`config.mk`:
```
export PLATFORM = sky130hd
export DESIGN_NAME = stable_priority_queue_unit
export DESIGN_NICKNAME = d
export VERILOG_FILES = /design/src/hdl/spq_pkg.sv /design/src/hdl/spq_ctrl.sv /design/src/hdl/spq_datapath.sv /design/src/hdl/stable_priority_queue_unit.sv
export SDC_FILE = /design/constraint.sdc
export NUM_CORES = 1
export LEC_CHECK = 0
export ABC_CLOCK_PERIOD_IN_PS = 4400
export BUFFER_PORTS_ARGS = -buffer_cell sky130_fd_sc_hd__buf_2
export CORE_MARGIN = 2
export CORE_UTILIZATION = 40
export DETAILED_ROUTE_END_ITERATION = 16
export GPL_TIMING_DRIVEN = 0
export HOLD_SLACK_MARGIN = 0.12
export PLACE_DENSITY_LB_ADDON = 0.2
export SLEW_MARGIN = 30
export SYNTH_ARGS = -nofsm -noshare
export SYNTH_HDL_FRONTEND = slang
export SYNTH_HIERARCHICAL = 1
export SYNTH_SLANG_ARGS = --single-unit
export TNS_END_PERCENT = 10
```
`constraint.sdc`:
```
create_clock -name clk -period 4.4 [get_ports clk]
set_clock_uncertainty 0.05 [all_clocks]
set_input_delay 0.44 -clock clk [delete_from_list [all_inputs] [get_ports clk]]
set_output_delay 0.44 -clock clk [all_outputs]
set_load 0.02 [all_outputs]
```
`src/hdl/spq_pkg.sv`:
```
package spq_pkg;

    localparam int QueueDepthDefault = 16;
    localparam int CountW = 5;
    localparam int ValueW = 32;
    localparam int PrioW = 8;

    localparam logic OP_ENQUEUE = 1'b0;
    localparam logic OP_DEQUEUE = 1'b1;

    localparam logic [1:0] ST_OK = 2'd0;
    localparam logic [1:0] ST_EMPTY = 2'd1;
    localparam logic [1:0] ST_FULL = 2'd2;

    typedef struct packed {
        logic opcode;
        logic signed [ValueW-1:0] item_value;
        logic [PrioW-1:0] item_priority;
    } req_t;

    typedef struct packed {
        logic [1:0] status;
        logic signed [ValueW-1:0] head_value;
        logic [PrioW-1:0] head_priority;
        logic is_empty;
        logic [CountW-1:0] entry_count;
    } rsp_t;

    typedef struct packed {
        logic load_req;
        logic do_push;
        logic do_pop;
        logic write_rsp;
        logic [1:0] rsp_code;
    } ctl_cmd_t;

    typedef struct packed {
        logic req_pop;
        logic full;
        logic empty;
    } dp_stat_t;

endpackage

```
`src/hdl/spq_ctrl.sv`:
```
module spq_ctrl (
    input  logic              clk,
    input  logic              rst_n,
    input  logic              start,
    input  spq_pkg::dp_stat_t stat,
    output spq_pkg::ctl_cmd_t cmd,
    output logic              busy,
    output logic              done
);
    import spq_pkg::*;

    typedef enum logic [1:0] {
        S_IDLE = 2'b01,
        S_EXEC = 2'b10
    } state_t;

    state_t state_reg;
    state_t state_next;
    logic done_reg;
    logic done_next;

    always_comb
    begin
        state_next = state_reg;
        done_next = 1'b0;
        cmd = '0;
        cmd.rsp_code = ST_OK;
        case (state_reg)
            S_IDLE:
            begin
                if (start)
                begin
                    cmd.load_req = 1'b1;
                    state_next = S_EXEC;
                end
            end
            S_EXEC:
            begin
                cmd.write_rsp = 1'b1;
                done_next = 1'b1;
                state_next = S_IDLE;
                if (stat.req_pop)
                begin
                    if (stat.empty)
                    begin
                        cmd.rsp_code = ST_EMPTY;
                    end
                    else
                    begin
                        cmd.do_pop = 1'b1;
                    end
                end
                else
                begin
                    if (stat.full)
                    begin
                        cmd.rsp_code = ST_FULL;
                    end
                    else
                    begin
                        cmd.do_push = 1'b1;
                    end
                end
            end
            default:
            begin
                state_next = S_IDLE;
            end
        endcase
    end

    always_ff @(posedge clk or negedge rst_n)
    begin
        if (!rst_n)
        begin
            state_reg <= S_IDLE;
            done_reg <= 1'b0;
        end
        else
        begin
            state_reg <= state_next;
            done_reg <= done_next;
        end
    end

    assign busy = (state_reg == S_EXEC);
    assign done = done_reg;

    a_accept_execs: assert property (@(posedge clk) disable iff (!rst_n)
        (start && !busy) |=> (busy && cmd.write_rsp))
        else $error("accepted request did not execute");

    a_done_after_exec: assert property (@(posedge clk) disable iff (!rst_n)
        done |-> ($past(busy) && !busy))
        else $error("result strobe without a preceding execute cycle");

    a_state_onehot: assert property (@(posedge clk) disable iff (!rst_n)
        $onehot(state_reg))
        else $error("controller state is not one-hot");

endmodule

```
`src/hdl/spq_datapath.sv`:
```
module spq_datapath #(
    parameter int QUEUE_DEPTH = spq_pkg::QueueDepthDefault
) (
    input  logic              clk,
    input  logic              rst_n,
    input  spq_pkg::req_t     request,
    input  spq_pkg::ctl_cmd_t cmd,
    output spq_pkg::dp_stat_t stat,
    output spq_pkg::rsp_t     result
);
    import spq_pkg::*;

    localparam int CntW = $clog2(QUEUE_DEPTH + 1);

    logic [CntW-1:0] count_reg;
    logic [CntW-1:0] count_next;
    req_t req_reg;
    rsp_t rsp_reg;
    logic [PrioW-1:0] prio_reg [QUEUE_DEPTH];
    logic [PrioW-1:0] prio_next [QUEUE_DEPTH];
    logic [ValueW-1:0] val_reg [QUEUE_DEPTH];
    logic [ValueW-1:0] val_next [QUEUE_DEPTH];
    logic [QUEUE_DEPTH-1:0] gt;
    logic [QUEUE_DEPTH-1:0] take;

    // Each held cell whose priority is strictly larger than the new one moves
    // back one place; the new entry lands in the first such cell or at the tail.
    always_comb
    begin
        for (int k = 0; k < QUEUE_DEPTH; k++)
        begin
            gt[k] = (CntW'(k) < count_reg) && (prio_reg[k] > req_reg.item_priority);
            take[k] = gt[k] || (CntW'(k) == count_reg);
        end
        for (int k = 0; k < QUEUE_DEPTH; k++)
        begin
            prio_next[k] = prio_reg[k];
            val_next[k] = val_reg[k];
            if (cmd.do_push && take[k])
            begin
                if (k > 0 && gt[(k > 0) ? k - 1 : 0])
                begin
                    prio_next[k] = prio_reg[(k > 0) ? k - 1 : 0];
                    val_next[k] = val_reg[(k > 0) ? k - 1 : 0];
                end
                else
                begin
                    prio_next[k] = req_reg.item_priority;
                    val_next[k] = req_reg.item_value;
                end
            end
            else if (cmd.do_pop && k < QUEUE_DEPTH - 1)
            begin
                prio_next[k] = prio_reg[(k < QUEUE_DEPTH - 1) ? k + 1 : k];
                val_next[k] = val_reg[(k < QUEUE_DEPTH - 1) ? k + 1 : k];
            end
        end
        count_next = count_reg;
        if (cmd.do_push)
        begin
            count_next = count_reg + CntW'(1);
        end
        else if (cmd.do_pop)
        begin
            count_next = count_reg - CntW'(1);
        end
    end

    always_ff @(posedge clk or negedge rst_n)
    begin
        if (!rst_n)
        begin
            count_reg <= '0;
        end
        else
        begin
            count_reg <= count_next;
        end
    end

    always_ff @(posedge clk)
    begin
        if (cmd.load_req)
        begin
            req_reg <= request;
        end
        for (int k = 0; k < QUEUE_DEPTH; k++)
        begin
            prio_reg[k] <= prio_next[k];
            val_reg[k] <= val_next[k];
        end
        if (cmd.write_rsp)
        begin
            rsp_reg.status <= cmd.rsp_code;
            rsp_reg.head_value <= cmd.do_pop ? val_reg[0] : '0;
            rsp_reg.head_priority <= cmd.do_pop ? prio_reg[0] : '0;
            rsp_reg.is_empty <= (count_next == '0);
            rsp_reg.entry_count <= CountW'(count_next);
        end
    end

    assign stat.req_pop = (req_reg.opcode == OP_DEQUEUE);
    assign stat.full = (count_reg == CntW'(QUEUE_DEPTH));
    assign stat.empty = (count_reg == '0);
    assign result = rsp_reg;

    a_count_bound: assert property (@(posedge clk) disable iff (!rst_n)
        count_reg <= CntW'(QUEUE_DEPTH))
        else $error("entry count beyond queue depth");

    a_no_pop_empty: assert property (@(posedge clk) disable iff (!rst_n)
        cmd.do_pop |-> !stat.empty)
        else $error("pop issued on an empty queue");

    a_push_grows: assert property (@(posedge clk) disable iff (!rst_n)
        cmd.do_push |=> (count_reg == $past(count_reg) + CntW'(1)))
        else $error("push did not add one entry");

endmodule

```
`src/hdl/stable_priority_queue_unit.sv`:
```
// A request accepted while idle is executed in the next cycle and its result
// strobes on done for one cycle after that.
// The controller passes through its accept and execute states for each request
// and takes no new one while busy; every cell shifts in parallel, independent of depth.
// Reset: rst_n clears the entry count and the controller; no clearing pass.
// The receiver cannot stall, so done strobes for exactly one cycle per result; result holds until the next execute.
module stable_priority_queue_unit #(
    parameter int QUEUE_DEPTH = spq_pkg::QueueDepthDefault
) (
    input  logic          clk,
    input  logic          rst_n,
    input  logic          start,
    input  spq_pkg::req_t request,
    output logic          busy,
    output logic          done,
    output spq_pkg::rsp_t result
);
    import spq_pkg::*;

    ctl_cmd_t cmd;
    dp_stat_t stat;

    spq_ctrl u_ctrl (
        .clk   (clk),
        .rst_n (rst_n),
        .start (start),
        .stat  (stat),
        .cmd   (cmd),
        .busy  (busy),
        .done  (done)
    );

    spq_datapath #(
        .QUEUE_DEPTH (QUEUE_DEPTH)
    ) u_datapath (
        .clk     (clk),
        .rst_n   (rst_n),
        .request (request),
        .cmd     (cmd),
        .stat    (stat),
        .result  (result)
    );

endmodule
```
### After elaboration in Yosys (flattened, before gate mapping)

Memories as Yosys holds them, arrays and structs flattened.
Cells that the tools add are included.

* $add $sub $neg: 2
* multipliers: 0
* divide/modulo/power cells: 0
* order comparisons: 32
* equal/unequal tests: 19
* shift-type cells: 0
* multiplexer cells: 107
* bitwise logic cells: 0
* reduce and logical (&&, ||, !) cells: 50

Operators with widths (count)
* 32-bit two-way mux: 46
* 8-bit two-way mux: 46
* 8-bit > comparator: 16
* 4-bit by 5-bit equality test with 1-bit output, first input constant: 8
* 4-bit by 5-bit < comparator with 1-bit output, first input constant: 8
* 1-bit logical AND: 32
* 3-bit by 5-bit equality test with 1-bit output, first input constant: 4
* 3-bit by 5-bit < comparator with 1-bit output, first input constant: 4
* 1-bit logical OR: 16
* 5-bit two-way mux: 3
* 2-bit by 5-bit equality test with 1-bit output, first input constant: 2
* 5-bit zero test: 2
* 1-bit by 5-bit < comparator with 1-bit output, first input constant: 2
* 2-bit by 5-bit < comparator with 1-bit output, first input constant: 2
* 1-bit two-way mux: 8
* 2-bit two-way mux: 4
* 5-bit by 1-bit adder with 5-bit output, second input constant: 1
* 1-bit by 5-bit equality test with 1-bit output, first input constant: 1
* 5-bit equality test, second input constant: 1
* 5-bit by 1-bit subtractor with 5-bit output, second input constant: 1
* 2-bit by 1-bit equality test with 1-bit output, second input constant: 1
* 2-bit equality test, second input constant: 1
* 2-bit inequality test, second input constant: 1

* register bits: 97
* bits in latches: 0
* memory bits (writable): 640
* ROM bits: 0
* input port bits: 44
* output and inout bits: 50
* logic and storage cells: 223
* memories kept: 2

Memory list
* u_datapath.val_reg: depth 16, bits a word 32, read ports 16, clocked after memory_dff 0, write ports 16, line spq_datapath.sv:21 `logic [ValueW-1:0] val_reg [QUEUE_DEPTH];`
* u_datapath.prio_reg: depth 16, bits a word 8, read ports 16, clocked after memory_dff 0, write ports 16, line spq_datapath.sv:19 `logic [PrioW-1:0] prio_reg [QUEUE_DEPTH];`

### Depth between registers and ports, before layout

Gate-level depths: netlist of the first run.

* word-level depth: 7
* depth in mapped cells: 12
* mapped depth without buffers: 10

### Hierarchy

Netlist of the first run, hierarchy kept.

Modules (own cells, without submodules)
* spq_datapath: times used 1, cells an instance 2648, area an instance 39949.6 sq um, seq. area each 22016.1 sq um
* spq_ctrl: times used 1, cells an instance 12, area an instance 171.4 sq um, seq. area each 76.3 sq um

### Least setup slack after synthesis of the first run

No wires, ideal clock.

* path type: reg-to-reg
* from: register u_datapath/req_reg[1] (netlist name)
* to: memory u_datapath.prio_reg[6][0] (netlist: u_datapath/prio_reg[0][48]) (enable)
* library setup time: 0.535 ns
* arrival: 3.223 ns
* required time: 3.815 ns
* path slack: 0.592 ns
* stages on the path, launching flop included: 12
* path buffers: 3
* clock period less this slack: 3.808 ns
* cells stage by stage: edfxtp_1 -> clkbuf_1 -> inv_1 -> ha_1 -> nor2b_1 -> o211ai_1 -> a21oi_1 -> o31ai_1 -> a21bo_2 -> clkbuf_1 -> buf_2 -> nand2b_1

RTL lines (line)
* end: declaration: spq_datapath.sv:19

==> results.md, run 1 <==
* Sequential cell area in the final layout at 22100 µm²
* Synth async-reset ratio at 1.09%
* Worst slack on hold paths at 269 ps
* Commonest non-fill, non-tap cells in the layout: mux2_2 (973), edfxtp_1 (729), buf_2 (191), ha_1 (133), mux2_1 (100)
* Final hold violations at 0
* Pins Over Slew Limit at 0
* Final standard cell utilization of the core at 46.5%
* Max VDD drop at 0.266 mV
* Total net switching power at 5.82 mW
* Layout Nets at 3122
* Clock edge transition at the registers on the reported setup and hold paths at 60 ps
* R2R Path Start: u_datapath/req_reg[5]
* Crit path launch type: register
* Fmax at 229 MHz
* Largest area contributor in the netlist: edfxtp_1
* Starting Density at 40.2%
* DIE HEIGHT at 321 µm
* Sequential cell area fraction in the yosys report at 55.1%
* Final instance count without filler cells at 4308
* Leading cell type in the layout, fill and taps excluded: mux2_2
* Count of input and output buffers at 93
* Total power divided by cell area at 429 nW/µm²
* Slowest library cell on the worst path: edfxtp_1
* Post-synth EDFFs at 729
* Post-Synthesis Net Count at 2837
* Post-synthesis cell count at 2660
* TritonCTS clock tree: built
* Clock Tree Root: clkbuf_16
* Total I/O pin count at 94
* Post-synthesis sequential element count at 737
* Final GP Congestion at 0.868
* Arr. time, crit path at 4680 ps
* Max-cap violations at 0
* Total Negative Setup Slacks at 0 ps
* Final ANT Viol Nets at 0
* Placeable core region at 99700 µm²
* Footprint of the multi-input gates at 17300 µm²
* Cell types with the largest area share after synthesis: edfxtp_1 (55%), mux2_2 (27%), ha_1 (4.1%)
* DIE WIDTH at 321 µm
* Total number of clock tree sinks at 737
* Register-to-register path setup slack at 30 ps
* Top cell type's share of synthesized area at 54.6%
* Endpoints failing setup at 0
* Post-Place Worst Slack at -1090 ps
* Clock Power Share at 34.8%
* Number of DRC violations after detailed-routing iteration 0 at 1816
* Overflow after GRT at 0
* Number of filler instances in the final layout at 8666
* Detailed-route wire length at 121 mm
* Average instance area after synthesis at 15.1 µm²
* Aggregate global-route resource usage at 23.3%
* Unrepaired setup endpoints after global routing: true
* Result of the run: complete, no violations
* Class of the tightest hold or removal check: in -> async
* Final HPWL from detailed placement at 83.2 mm
* Switching power as a share of total power at 29.2%
* H-Tree Level Count at 3
* Combined area of all synthesized cells at 40100 µm²
* Depth of the worst register-to-register path at 13
* Final critical-path share of the clock period at 99.3%
* Cell breakdown of the critical path: clkbuf_4 -> clkinvlp_4 -> buf_4 -> buf_4 -> ha_1 -> a211oi_1 -> nor2_1 -> o31ai_4 -> a21bo_2 -> clkbuf_1 -> clkbuf_4 -> nand2b_4 -> buf_12
* DIE AREA at 103000 µm²
* Drt via density at 5.65
* Yosys warning total at 6
* Total number of vias at 24.4k
* Kind of critical path: reg -> reg
* Worst Tran Pin Value at 990 ps
* Top fanout value on the critical path at 25
* Final setup margin at 32.6 ps
* Global-route wire length before repair at 175 mm
* Int Pwr at 14.1 mW
* Number of global-route vias before repair at 25.6k
* Number of iterations in the first detailed-routing pass at 5
* Relative contribution of sequential cells to total power at 41.9%
* Area added between synthesis and finish at 15.6%
* Post-Place Cells at 4070
* Endpoint class of the critical path: register
* Required arrival time at the worst endpoint at 4720 ps
* Reg-to-Reg End: u_datapath/val_reg[1][43]
* Maximum number of pins on one net before global-route repair at 49
* Number of distinct library cell variants in the gate-level netlist after synthesis at 59
* Share of layout cells above drive strength 1 at 47.8%
* Peak per-stage delay on the critical path at 580 ps
* # rows at 116
* P_leak at 16.6 nW
* Max FFs per register at 512
* Max_slew headroom at 34.0%
* Worst-skew pair later-pin latency at 660 ps
* Share of total power in combinational logic at 23.3%
* Antenna violations before repair at 0
* Dominant register cell in the synthesized netlist: edfxtp_1
* Time the worst path needs with I/O delays and setup at 4370 ps
* DR DRC count at 0
* Number of buffers between clock root and the deepest sink at 3
* Final antenna diode count at 0
* Wirelength per Cell at 28.1 µm
* Clock buffers created by TritonCTS at 89
[repair_timing]
item,CTS,global route
hold endpoints to repair,51,0
hold buffers,43,0
buffers inserted,37,4
resized for setup,35,31
cloned,1,1
pin swaps,3,2
endpoints found under the setup margin,1199,634
[cells by family (layout without fill, tap and decap cells)]
| kind of cell | count (synthesis) | after routing | synth area share (%) |
|---|---|---|---|
| xor gates and xnor gates | 4 | 4 | 0.0873 |
| muxes | 1161 | 1161 | 32.3 |
| DFF | 737 | 737 | 55.1 |
| AOI/OAI and AO/OA | 173 | 173 | 2.72 |
| buffers and inverters | 226 | 574 | 2.59 |
| adders and majority gates | 133 | 133 | 4.15 |
| and+or+nand+nor | 226 | 228 | 3.08 |
[power groups by stage]
stage	combinational, mW	clock, mW	sequential (mW)
3_5_place_dp	4.43	0	8.47
4_1_cts	4.60	7.12	8.33
6_report	4.64	6.92	8.33
2_1_floorplan	2.91	0	8.40
3_3_place_gp	4.26	0	8.50
5_1_grt	4.90	7.39	8.36
[cell usage after synthesis (2+ instances only)]
cell type,count
a211oi_1,13
a21bo_1,2
a21bo_2,9
a21boi_1,2
a21o_1,2
a21oi_1,84
a41oi_1,2
and2_1,41
and3_1,2
and3b_2,2
and4_1,2
and4bb_2,2
buf_2,105
buf_4,6
buf_6,5
clkbuf_1,76
dfrtp_1,7
edfxtp_1,729
ha_1,133
inv_1,34
mux2_1,100
mux2_2,973
mux2i_1,88
nand2_1,15
nand2b_1,14
nand3_1,11
nand4_1,30
nor2_1,73
nor2b_1,18
nor3_1,4
o211ai_1,14
o21ai_0,20
o21ai_1,3
o31ai_1,8
o31ai_2,3
or2_2,3
xor2_1,3
[worst max-delay path: cells and delay by family, from the launching register on]
kind | cells | cell delay (ps)
flops | 1 | 580
simple gates | 2 | 380
fa+ha+maj | 1 | 310
compound gates | 3 | 880
buf+inv | 7 | 1830
[layout make-up]
type / instances / area share [%]
sequential: 737 / 47.6
multi-input combinational: 1699 / 37.3
clock buffer: 107 / 4.95
tap: 1298 / 3.50
timing repair buffer: 196 / 3.44
buffer: 188 / 2.07
clock inverter: 49 / 0.793
inverter: 34 / 0.332
[how the worst max path moves through the flow]
stage / slack [ps] / cells after the start / startpoint / to
detailed placement: -1090 / 12 / u_datapath/req_reg[1] / u_datapath/val_reg[0][205]
floorplan: 590 / 11 / u_datapath/req_reg[1] / u_datapath/prio_reg[0][48]
CTS: 7 / 12 / u_datapath/req_reg[2] / u_datapath/val_reg[1][153]
global route: -60 / 12 / u_datapath/req_reg[2] / u_datapath/val_reg[1][147]
global placement: -3770 / 11 / u_datapath/req_reg[1] / u_datapath/val_reg[0][14]
finish: 30 / 13 / u_datapath/req_reg[5] / u_datapath/val_reg[1][43]
[metal layers]
| metal | GRT usage, % | share of wire, % |
|---|---|---|
| met1 | 31.3 | 44 |
| met2 | 37.3 | 46 |
| met3 | 4.70 | 6.5 |
| met4 | 8.60 | 3.4 |
| met5 | 0 | 0 |
[metrics by stage]
step           instance area (µm²)  total power [mW]
6_report                     46400              19.9
5_1_grt                      46400              20.7
4_1_cts                      46300              20.0
3_5_place_dp                 42700              12.9
3_3_place_gp                 42200              12.8
2_1_floorplan                40100              11.3
Note: power is estimated with default switching activity, not from simulation.
==> run 2: changes to the inputs <==
- ABC_CLOCK_PERIOD_IN_PS: 4400 -> 5000
- SETUP_SLACK_MARGIN: not set -> 0.1
- clock period: 4.4 -> 5 ns (I/O delays scaled with it)
==> run 2 against run 1 <==
Net effect:
- utilization shrank 0.20 points
- combinational power shrank 14%
- largest cell class unchanged
- sequential share of layout area grew 0.20 points
==> results.md, run 2 (synthesis gave the netlist of run 1 again) <==
* Final HPWL from detailed placement at 83.2 mm (unchanged)
* Worst-skew pair later-pin latency at 660 ps (about the same)
* Post-Place Cells at 4070 (unchanged)
* Wirelength per Cell at 28.0 µm (was 28.1 µm)
* Class of the tightest hold or removal check: in -> async (unchanged)
* Final GP Congestion at 0.868 (unchanged)
* Count of input and output buffers at 93 (unchanged)
* Cell breakdown of the critical path: clkbuf_2 -> clkinvlp_4 -> ha_1 -> nor2b_1 -> o211ai_1 -> a21oi_1 -> o31ai_4 -> a21bo_2 -> clkbuf_1 -> buf_2 -> nand2b_4 -> buf_12 (was clkbuf_4 -> clkinvlp_4 -> buf_4 -> buf_4 -> ha_1 -> a211oi_1 -> nor2_1 -> o31ai_4 -> a21bo_2 -> clkbuf_1 -> clkbuf_4 -> nand2b_4 -> buf_12)
* Aggregate global-route resource usage at 23.2% (was 23.3%)
* Endpoints failing setup at 0 (unchanged)
* Final ANT Viol Nets at 0 (unchanged)
* Detailed-route wire length at 120 mm (was 121 mm)
* Number of iterations in the first detailed-routing pass at 5 (unchanged)
* Leading cell type in the layout, fill and taps excluded: mux2_2 (unchanged)
* Maximum number of pins on one net before global-route repair at 49 (unchanged)
* Final critical-path share of the clock period at 95.7% (was 99.3%)
* Clock Tree Root: clkbuf_16 (unchanged)
* Drt via density at 5.66 (was 5.65)
* Footprint of the multi-input gates at 17200 µm² (was 17300 µm²)
* Top fanout value on the critical path at 23 (was 25)
* H-Tree Level Count at 3 (unchanged)
* Cell area after placement at 42700 µm² (unchanged)
* DIE WIDTH at 321 µm (unchanged)
* Placeable core region at 99700 µm² (unchanged)
* Total I/O pin count at 94 (unchanged)
* Worst Tran Pin Value at 1030 ps (was 990 ps)
* Result of the run: complete, no violations (unchanged)
* Number of buffers between clock root and the deepest sink at 3 (unchanged)
* Area added between synthesis and finish at 15.1% (was 15.6%)
* Arr. time, crit path at 5100 ps (was 4680 ps)
* Final hold violations at 0 (unchanged)
* Time the worst path needs with I/O delays and setup at 4780 ps (was 4370 ps)
* Final instance count without filler cells at 4304 (was 4308)
* # rows at 116 (unchanged)
* Crit path launch type: register (unchanged)
* DIE AREA at 103000 µm² (unchanged)
* Antenna violations before repair at 1 (was 0)
* Endpoint class of the critical path: register (unchanged)
* Global-route wire length before repair at 175 mm (about the same)
* Total Negative Setup Slacks at 0 ps (unchanged)
* Overflow after GRT at 0 (unchanged)
* Unrepaired setup endpoints after global routing: false (was true)
* Area of all placed cells without fillers at 46200 µm² (was 46400 µm²)
* Layout Nets at 3117 (was 3122)
* Total number of clock tree sinks at 737 (unchanged)
* Sequential cell area in the final layout at 22100 µm² (unchanged)
* Commonest non-fill, non-tap cells in the layout: mux2_2 (973), edfxtp_1 (729), buf_2 (197), ha_1 (133), mux2_1 (100) (was mux2_2 (973), edfxtp_1 (729), buf_2 (191), ha_1 (133), mux2_1 (100))
* Kind of critical path: reg -> reg (unchanged)
* DR DRC count at 0 (unchanged)
* DIE HEIGHT at 321 µm (unchanged)
* Total power divided by cell area at 377 nW/µm² (was 429 nW/µm²)
* Starting Density at 40.2% (unchanged)
* Share of layout cells above drive strength 1 at 47.5% (was 47.8%)
* Max-cap violations at 0 (unchanged)
* Clock buffers created by TritonCTS at 89 (unchanged)
* Slowest library cell on the worst path: clkbuf_1 (was edfxtp_1)
* Peak per-stage delay on the critical path at 560 ps (was 580 ps)
* Clock edge transition at the registers on the reported setup and hold paths at 60 ps (about the same)
* Number of global-route vias before repair at 25.5k (was 25.6k)
* Max VDD drop at 0.233 mV (was 0.266 mV)
* Required arrival time at the worst endpoint at 5320 ps (was 4720 ps)
* P_leak at 16.6 nW (about the same)
* Number of filler instances in the final layout at 8698 (was 8666)
* Max FFs per register at 512 (unchanged)
* Number of DRC violations after detailed-routing iteration 0 at 1910 (was 1816)
* Pins Over Slew Limit at 0 (unchanged)
* Fmax at 209 MHz (was 229 MHz)
* Max_slew headroom at 31.2% (was 34.0%)
* TritonCTS clock tree: built (unchanged)
* Total number of vias at 24.3k (was 24.4k)
==> run 2: changes by cell type in the layout (fill, tap and decap cells not counted), moves of 2 or more <==
cell | before | now
buf_4 | 50 | 41
o31ai_4 | 10 | 5
buf_12 | 17 | 15
clkbuf_1 | 70 | 77
clkbuf_4 | 9 | 1
clkbuf_2 | 11 | 16
o31ai_2 | 1 | 6
or2_4 | 5 | 3
o21ai_2 | 0 | 2
buf_2 | 191 | 197
o21ai_4 | 2 | 0
==> run 2: final timing paths <==
kind	to	slack [ps]	from	depth (start not counted)
max	u_datapath/val_reg[0][203]	220	u_datapath/req_reg[1]	12
min	u_datapath/count_reg[3]	320	rst_n	2
max reg2reg	u_datapath/val_reg[0][203]	220	u_datapath/req_reg[1]	12
min reg2reg	u_ctrl/state_reg[0]	480	u_ctrl/state_reg[0]	1
max in group asynchronous	u_ctrl/state_reg[0]	4260	rst_n	2
min in group clk	u_ctrl/state_reg[0]	480	u_ctrl/state_reg[0]	1
==> run 2: cell type report <==
type / count / area share (%)
Antenna cell: 1 / 0.00542
Tap cell: 1298 / 3.52
Timing Repair Buffer: 190 / 3.30
Clock inverter: 49 / 0.796
Inverter: 34 / 0.333
Buffer: 191 / 2.02
Sequential cell: 737 / 47.8
Multi-Input combinational cell: 1697 / 37.2
Clock buffer: 107 / 4.97
==> run 2: metal layers <==
layer | part of all wire [%] | wire (µm) | vias up | track usage (%)
met2 | 46 | 55100 | 723 | 37.3
met4 | 3.4 | 4050 | 0 | 8.26
met5 | 0 | 0 | - | 0
met1 | 45 | 53900 | 12600 | 31.1
met3 | 6.1 | 7310 | 195 | 4.70
li1 | - | - | 10800 | -
==> run 2: what timing repair did <==
action | CTS | global route
hold buffers | 43 | 0
gates resized for setup | 19 | 4
buffers inserted | 32 | 3
hold endpoints to repair | 51 | 0
endpoints found under the setup margin | 683 | 168
pin swaps | 1 | 1
==> run 2: metrics by stage <==
step | worst slack [ps] | util, % | power (mW) | hold WS [ps]
5_1_grt | 115 | 46.3 | 18.1 | 310
2_1_floorplan | 1190 | - | 9.96 | 154
3_5_place_dp | -494 | 42.9 | 11.4 | 368
4_1_cts | 163 | 46.3 | 17.6 | 252
3_3_place_gp | -3170 | 42.3 | 11.2 | 358
6_report | 217 | 46.3 | 17.4 | 316
==> run 2: worst max-delay path: cells and delay by family (launching register included) <==
kind                     cells  cell delay (ps)
AO/OA/AOI/OAI                4             1010
adder cells (fa/ha/maj)      1              330
buffers and inverters        5             1990
flip-flops                   1              550
AND/OR/NAND/NOR              2              510
==> run 2: where the power goes <==
part	internal [mW]	switching (mW)	leakage (nW)
Combinational	1.74	2.27	8.55
Clock	3.47	2.62	1.31
Sequential	7.14	0.193	6.72
Total	12.3	5.09	16.6
